### src/sv/wlps_pkg.sv
// Shared types and constants for the window/level pixel stretch.
`default_nettype none
package wlps_pkg;

  localparam int unsigned PixW  = 8;
  localparam int unsigned BitsW = 5;
  localparam int unsigned CfgW  = 16;
  localparam int unsigned IdxW  = 2;
  localparam int unsigned DivW  = 25;
  localparam int unsigned DenW  = 17;

  typedef enum logic [IdxW-1:0] {
    REG_PIXEL_BITS  = 2'd0,
    REG_WINDOW_LOW  = 2'd1,
    REG_WINDOW_HIGH = 2'd2
  } reg_idx_t;

  typedef enum logic [7:0] {
    S_LO      = 8'b0000_0001,
    S_LO_WAIT = 8'b0000_0010,
    S_HI      = 8'b0000_0100,
    S_HI_WAIT = 8'b0000_1000,
    S_ST      = 8'b0001_0000,
    S_ST_WAIT = 8'b0010_0000,
    S_FILL    = 8'b0100_0000,
    S_IDLE    = 8'b1000_0000
  } state_t;

  typedef struct packed {
    logic            load;
    logic [DivW-1:0] dividend;
    logic [DenW-1:0] divisor;
  } div_req_t;

  typedef struct packed {
    logic            done;
    logic [PixW-1:0] quot;
    logic [PixW-1:0] rem;
  } div_rsp_t;

endpackage
`default_nettype wire

### src/sv/wlps_ram.sv
// Generic simple dual-port RAM with a registered read port.
`default_nettype none
module wlps_ram #(
  parameter int unsigned Width = 8,
  parameter int unsigned Depth = 256,
  localparam int unsigned AddrW = $clog2(Depth)
) (
  input  wire logic             clk,
  input  wire logic             we,
  input  wire logic [AddrW-1:0] waddr,
  input  wire logic [Width-1:0] wdata,
  input  wire logic             re,
  input  wire logic [AddrW-1:0] raddr,
  output logic      [Width-1:0] rdata
);

  logic [Width-1:0] mem [Depth];

  always_ff @(posedge clk) begin
    if (we) begin
      mem[waddr] <= wdata;
    end
    if (re) begin
      rdata <= mem[raddr];
    end
  end

endmodule
`default_nettype wire

### src/sv/wlps_div.sv
// Restoring divider, one quotient bit per cycle, for quotients below 256.
`default_nettype none
module wlps_div (
  input  wire logic               clk,
  input  wire logic               rst,
  input  wire wlps_pkg::div_req_t req,
  output wlps_pkg::div_rsp_t      rsp
);
  import wlps_pkg::*;

  logic [DivW-1:0] rem;
  logic [DivW-1:0] den_sh;
  logic [PixW-1:0] quot;
  logic [2:0]      cnt;
  logic            run;
  logic            done;
  logic            fits;

  assign fits = (rem >= den_sh);

  always_ff @(posedge clk) begin
    if (rst) begin
      run  <= 1'b0;
      done <= 1'b0;
    end else if (req.load) begin
      // The divisor starts aligned to the top quotient bit.
      rem    <= req.dividend;
      den_sh <= {1'b0, req.divisor, 7'b0};
      quot   <= '0;
      cnt    <= '0;
      run    <= 1'b1;
      done   <= 1'b0;
    end else if (run) begin
      if (fits) begin
        rem <= rem - den_sh;
      end
      quot   <= {quot[PixW-2:0], fits};
      den_sh <= den_sh >> 1;
      cnt    <= cnt + 3'd1;
      if (cnt == 3'd7) begin
        run  <= 1'b0;
        done <= 1'b1;
      end
    end else begin
      done <= 1'b0;
    end
  end

  assign rsp.done = done;
  assign rsp.quot = quot;
  assign rsp.rem  = rem[PixW-1:0];

endmodule
`default_nettype wire

### src/sv/window_level_pixel_stretch.sv
// Window/level contrast stretch of an 8-bit pixel stream through a lookup RAM.
//
//  Channel  | Ports                         | Direction | Request taken when
//  ---------+-------------------------------+-----------+----------------------------
//  command  | start, busy, pixel            | in/out    | start high and busy low
//  result   | done, level, stretched        | out       | every cycle done is high
//  config   | cfg_we, cfg_addr, cfg_data    | in        | every cycle cfg_we is high
//
// Each accepted request gives its result in the next cycle, and one request can be
// accepted in every clock while busy is low: the pixel addresses a 256-entry lookup RAM
// whose registered read data is the result, and done is registered from the acceptance.
// After reset and after every configuration write the RAM is rebuilt while busy is high:
// three serial divisions, then one RAM entry per cycle for all 256 entries. A write
// during a rebuild restarts it. The receiver cannot stall.
`default_nettype none
module window_level_pixel_stretch (
  input  wire logic                          clk,
  input  wire logic                          rst,
  input  wire logic                          start,
  output logic                               busy,
  input  wire logic [wlps_pkg::PixW-1:0]     pixel,
  output logic                               done,
  output logic      [wlps_pkg::PixW-1:0]     level,
  output logic                               stretched,
  input  wire logic                          cfg_we,
  input  wire logic [wlps_pkg::IdxW-1:0]     cfg_addr,
  input  wire logic [wlps_pkg::CfgW-1:0]     cfg_data
);
  import wlps_pkg::*;

  // Scaled dividend for round-half-up of v*255/s: v*510 + s, over a divisor of 2*s.
  function automatic logic [DivW-1:0] eighth_dividend(input logic [CfgW-1:0] v,
                                                      input logic [CfgW-1:0] s);
    logic [DivW-1:0] times512;
    logic [DivW-1:0] times2;
    times512 = {v, 9'b0};
    times2   = {8'b0, v, 1'b0};
    return times512 - times2 + {9'b0, s};
  endfunction

  // Configuration registers.
  logic [BitsW-1:0] pixel_bits;
  logic [CfgW-1:0]  window_low;
  logic [CfgW-1:0]  window_high;

  state_t state;

  // Values worked out during a rebuild.
  logic [PixW-1:0] lo8;
  logic [PixW-1:0] hi8;
  logic [PixW-1:0] step_q;
  logic [PixW-1:0] step_r;
  logic            active;

  // Table fill walker: fill_q and fill_r hold (addr-lo8)*255 divided by the span.
  logic [PixW-1:0] fill_addr;
  logic [PixW-1:0] fill_q;
  logic [PixW-1:0] fill_r;
  logic [PixW-1:0] fill_level;
  logic [PixW-1:0] span;
  logic [PixW:0]   sum_r;
  logic            carry;

  logic [CfgW:0]   scale_wide;
  logic [CfgW-1:0] full_scale;
  logic [CfgW-1:0] lo_c;
  logic [CfgW-1:0] hi_c;
  logic            window_open;
  logic            accept;

  div_req_t div_req;
  div_rsp_t div_rsp;

  // Full scale of the sensor and the window edges clamped to it.
  assign scale_wide = (17'd1 << pixel_bits) - 17'd1;
  assign full_scale = (pixel_bits >= 5'd1 && pixel_bits <= 5'd16) ? scale_wide[CfgW-1:0]
                                                                 : 16'd255;
  assign lo_c = (window_low  > full_scale) ? full_scale : window_low;
  assign hi_c = (window_high > full_scale) ? full_scale : window_high;

  // A window that is not the full scale and not empty may stretch; the rescaled edges
  // must still differ after rounding.
  assign window_open = ((lo_c != '0) || (hi_c != full_scale)) && (hi_c > lo_c);

  assign busy   = (state != S_IDLE);
  assign accept = start && !busy;

  // The shared divider works out lo8, hi8 and then 255 over the span.
  always_comb begin
    div_req.load     = 1'b0;
    div_req.dividend = eighth_dividend(lo_c, full_scale);
    div_req.divisor  = {full_scale, 1'b0};
    case (state)
      S_LO: begin
        div_req.load = 1'b1;
      end
      S_HI: begin
        div_req.load     = 1'b1;
        div_req.dividend = eighth_dividend(hi_c, full_scale);
      end
      S_ST: begin
        div_req.load     = 1'b1;
        div_req.dividend = 25'd255;
        div_req.divisor  = {9'b0, span};
      end
      default: begin
      end
    endcase
  end

  wlps_div u_div (
    .clk (clk),
    .rst (rst),
    .req (div_req),
    .rsp (div_rsp)
  );

  // Each table step adds 255 to the numerator: quotient and remainder grow by the
  // precomputed 255/span, with one correction when the remainder reaches the span.
  assign span  = hi8 - lo8;
  assign sum_r = {1'b0, fill_r} + {1'b0, step_r};
  assign carry = (sum_r >= {1'b0, span});

  always_comb begin
    if (!active) begin
      fill_level = fill_addr;
    end else if (fill_addr <= lo8) begin
      fill_level = '0;
    end else if (fill_addr >= hi8) begin
      fill_level = 8'd255;
    end else begin
      fill_level = fill_q;
    end
  end

  always_ff @(posedge clk) begin
    if (rst) begin
      pixel_bits  <= 5'd8;
      window_low  <= 16'd0;
      window_high <= 16'd255;
      state       <= S_LO;
      active      <= 1'b0;
      done        <= 1'b0;
    end else begin
      done <= accept;
      if (cfg_we) begin
        unique case (cfg_addr)
          REG_PIXEL_BITS:  pixel_bits  <= cfg_data[BitsW-1:0];
          REG_WINDOW_LOW:  window_low  <= cfg_data;
          REG_WINDOW_HIGH: window_high <= cfg_data;
          default: begin
          end
        endcase
        state <= S_LO;
      end else begin
        unique case (state)
          S_LO:      state <= S_LO_WAIT;
          S_LO_WAIT: begin
            if (div_rsp.done) begin
              lo8   <= div_rsp.quot;
              state <= S_HI;
            end
          end
          S_HI:      state <= S_HI_WAIT;
          S_HI_WAIT: begin
            if (div_rsp.done) begin
              hi8   <= div_rsp.quot;
              state <= S_ST;
            end
          end
          S_ST: begin
            active <= window_open && (hi8 > lo8);
            state  <= S_ST_WAIT;
          end
          S_ST_WAIT: begin
            if (div_rsp.done) begin
              step_q    <= div_rsp.quot;
              step_r    <= div_rsp.rem;
              fill_addr <= '0;
              fill_q    <= '0;
              fill_r    <= '0;
              state     <= S_FILL;
            end
          end
          S_FILL: begin
            if (fill_addr >= lo8) begin
              if (carry) begin
                fill_q <= fill_q + step_q + 8'd1;
                fill_r <= 8'(sum_r - {1'b0, span});
              end else begin
                fill_q <= fill_q + step_q;
                fill_r <= sum_r[PixW-1:0];
              end
            end
            fill_addr <= fill_addr + 8'd1;
            if (fill_addr == 8'hFF) begin
              state <= S_IDLE;
            end
          end
          S_IDLE:    state <= S_IDLE;
          default:   state <= S_LO;
        endcase
      end
    end
  end

  wlps_ram #(
    .Width (PixW),
    .Depth (256)
  ) u_lut (
    .clk   (clk),
    .we    (state == S_FILL),
    .waddr (fill_addr),
    .wdata (fill_level),
    .re    (accept),
    .raddr (pixel),
    .rdata (level)
  );

  assign stretched = active;

  // A result appears only in the cycle after an accepted request.
  a_done_follows_accept : assert property (@(posedge clk) disable iff (rst)
    done |-> $past(start && !busy))
    else $error("result strobe without an accepted request");

  // Any configuration write starts a rebuild, so no request is taken right after it.
  a_write_rebuilds : assert property (@(posedge clk) disable iff (rst)
    cfg_we |=> busy)
    else $error("configuration write did not start a table rebuild");

  // The stretch flag can only be set when the rescaled edges are ordered.
  a_stretch_ordered : assert property (@(posedge clk) disable iff (rst)
    (!busy && stretched) |-> (hi8 > lo8))
    else $error("stretch active with an empty rescaled window");

  // The fill walks every table entry in order unless a write restarts it.
  a_fill_walks : assert property (@(posedge clk) disable iff (rst)
    (state == S_FILL && fill_addr != 8'hFF && !cfg_we)
      |=> (state == S_FILL && fill_addr == 8'($past(fill_addr) + 8'd1)))
    else $error("table fill skipped or left early");

endmodule
`default_nettype wire

### config.mk
export PLATFORM = sky130hd
export DESIGN_NAME = window_level_pixel_stretch
export DESIGN_NICKNAME = d
export VERILOG_FILES = /design/src/sv/wlps_pkg.sv /design/src/sv/wlps_ram.sv /design/src/sv/wlps_div.sv /design/src/sv/window_level_pixel_stretch.sv
export SDC_FILE = /design/constraint.sdc
export NUM_CORES = 2
export LEC_CHECK = 0
export BUFFER_PORTS_ARGS = -buffer_cell sky130_fd_sc_hd__clkbuf_2
export CAP_MARGIN = 20
export CORE_ASPECT_RATIO = 1.2
export CORE_MARGIN = 5
export CORE_UTILIZATION = 49
export DETAILED_ROUTE_END_ITERATION = 10
export SYNTH_ARGS = -nofsm -noshare
export SYNTH_HDL_FRONTEND = slang
export SYNTH_SLANG_ARGS = --single-unit
export TNS_END_PERCENT = 100
### constraint.sdc
create_clock -name clk -period 20 [get_ports clk]
set_input_delay 3 -clock clk [delete_from_list [all_inputs] [get_ports clk]]
set_output_delay 3 -clock clk [all_outputs]
set_load 0.03 [all_outputs]
==> results.yml <==
routing:
  ant_nets: 0
  vias: 47800
  post-route-drc-count: 0
  drt_iter0_drc: 4879
  avgRoutedWirePerCell_um: 30.0
  vias_per_cell: 6.17
  wirelength_um: 233000
  drtPass1Iterations: 5
global_routing:
  first_global_vias: 48500
  antenna_found_initial: 7
  grt-ovfl-total: 0
  grtUsageTotal_pct: 23.2
  grt_pass1_wl_um: 339000
  grt_max_degree: 241
yosys:
  synthesis.area_mm2: 0.0939
  netlist.area_leader.share_pct: 69.4
  async_flop_share_pct: 0
  synthAdderAreaFrac_pct: 2.80
  synth_edf_count: 2172
  synth_area_per_cell_um2: 18.9
  synth-compound-area-share_pct: 3.22
  synth_top_area_cell: "edfxtp_1"
  synthSimpleGateAreaFrac_pct: 4.23
  ys_warn_count: 0
  ys.flop_type: "edfxtp_1"
  synth_top_family_by_area: "multiplexers"
  synth.distinct_cells: 90
  synth_common_cells: "2172 x edfxtp_1, 681 x mux4_2, 416 x nor2_1"
  synth_xor_area_share_pct: 1.13
  yosys-top-cells-area: "edfxtp_1 69%, mux4_2 16%, ha_1 2.4%"
  synth_seq_cells: 2221
  synthCells: 4964
  synth_most_common_cell: "edfxtp_1"
  muxShareOfSynthArea_pct: 16.5
  synth-seq-area-share_pct: 70.5
run:
  max-cap-violations: 0
die:
  start_util_pct: 49.1
  fp.dieH_um: 490
  fp.dieW_um: 410
  die-area_mm2: 0.201
  ios: 41
  core_area_mm2: 0.191
  core.rowCount: 176
critical_path:
  cp_data_required_time_ns: 20.59
  r2r-end: "u_div.rem[22]"
  crit_top_cell: "ha_1"
  start_kind: "register"
  path_class: "register to register"
  critPathArrivalTime_ns: 8.93
  cpPeakStageDelay_ns: 0.79
  r2r_setup_slack_ns: 11.66
  r2r_cells: 27
  crit_fanout: 28
  endpoint_kind: "register"
  critPathBufInv: 2
  critical_path.top_delay_family: "compound AO/OA/AOI/OAI gates"
  rr_startpoint: "pixel_bits[4]"
  cp_slowest_cell: "mux2i_1"
pwr:
  p_per_area_mw_per_mm2: 99.3
  p_leak_nw: 33.2
  vdd_ir_drop_max_mv: 0.0916
clocking:
  clk_latency_ns: 0.85
  cts_max_level: 4
  cts_root_buffer: "clkbuf_16"
  cts_resized: 0
  cts.path.max_buffers: 3
  clk_pin_slew_worst_paths_ns: 0.06
  cts_buffers: 212
  cts_setup_buffers: 0
  ctsHoldBuffers: 0
  cts_tree: "done"
  clock-sinks: 2221
sta:
  tightest_slew_ns: 1.35
  drv_slew: 0
  rsz0062_at_grt: "false"
  timing.setup.tns_ns: 0
  slew_headroom_pct: 9.68
  worst_slack_ns: 11.66
  max_freq_mhz: 120
  finalClockSkew_ns: 0.0320
  setup_viol: 0
  period_share_pct: 41.7
  fin_crit_ns: 8.34
  hold_viol_final: 0
layout:
  layout.nets: 5301
  num-fill-cells: 14800
  final_util_pct: 54.5
  syn_to_final_growth_pct: 11.0
  drive_gt1_share_pct: 22.5
min_path:
  hold_end: "step_q[7]"
  hp-class: "register to register"
  min_from: "u_div.quot[7]"
  holdPathStages: 0
placed_design:
  dp_slack_ns: 11.16
  place_hpwl_um: 143000
  io_buffers: 40
  gp_congestion: 0.884
run_status:
  outcome: "finished clean"
[power by group]
part	leakage, nW	total (mW)	switching [mW]	internal (mW)
registers	19.7	5.11	0.0240	5.08
clock network	3.35	4.00	1.75	2.25
logic	10.1	1.25	0.712	0.536
[placed cells by master, fill, tap and decap left out, drive strengths merged, types with 32 or more instances in the layout]
cell,count
a21o,52
a21oi,163
buf,111
clkbuf,290
clkinv,95
dfxtp,49
edfxtp,2172
ha,179
inv,144
mux4,681
nand2,177
nand3,54
nor2,416
nor3,37
o21ai,82
xnor2,89
xor2,32
[worst max-delay path by stage]
stage | from | cells past startpoint | slack, ns | endpoint
floorplan | fill_addr[1] | 11 | 9.71 | u_lut.mem[0][0]
global placement | pixel[0] | 8 | 11.19 | u_lut.rdata[5]
detailed placement | pixel[0] | 8 | 11.16 | u_lut.rdata[3]
CTS | pixel_bits[2] | 30 | 11.43 | u_div.rem[23]
global route | pixel_bits[2] | 27 | 11.03 | u_div.rem[22]
finish | pixel_bits[4] | 27 | 11.66 | u_div.rem[22]
[cells by family after synthesis]
group / Yosys count
AOI/OAI and AO/OA: 471
xor gates and xnor gates: 121
adders and majority gates: 200
buffers and inverters: 384
DFF: 2221
muxes: 698
other: 1
and+or+nand+nor: 868
[stage by stage]
| step | hold WS, ns | cells | total power, mW | area [um2] |
|---|---|---|---|---|
| after floorplan | 0.426 | 4965 | 6.12 | 93900 |
| after detailed placement | 0.473 | 7343 | 6.44 | 97300 |
| after global routing | 0.513 | 7743 | 10.7 | 104000 |
| final | 0.494 | 7749 | 10.3 | 104000 |
| after CTS | 0.489 | 7733 | 10.4 | 104000 |
| after global placement | 0.479 | 7335 | 6.43 | 97200 |
[final cells by class]
type | count | area, um2 | area share [%]
Clock inverter | 136 | 1350 | 1.29
Inverter | 132 | 498 | 0.478
Multi-Input combinational cell | 2360 | 26400 | 25.3
Tap cell | 2492 | 3120 | 2.99
Timing Repair Buffer | 147 | 1210 | 1.16
Sequential cell | 2221 | 66200 | 63.5
Antenna cell | 7 | 17.5 | 0.0168
Clock buffer | 254 | 5510 | 5.28
[registers in the layout, indices dropped and copies added, names as in the netlist, 5 cells and up]
name          flops
u_lut.mem      2048
u_div.rem        25
u_div.den_sh     24
window_high      16
window_low       16
fill_addr         8
fill_q            8
fill_r            8
hi8               8
lo8               8
state             8
step_q            8
step_r            8
u_div.quot        8
u_lut.rdata       8
pixel_bits        5
[per-layer routing]
metal,vias up,GRT usage [%],routed length (um)
li1,20400,-,-
met1,25300,32.4,95500
met2,1744,38.9,117000
met3,337,3.39,14700
met4,0,6.30,6060
met5,-,0,0
Note: power is estimated with default switching activity, not from simulation.
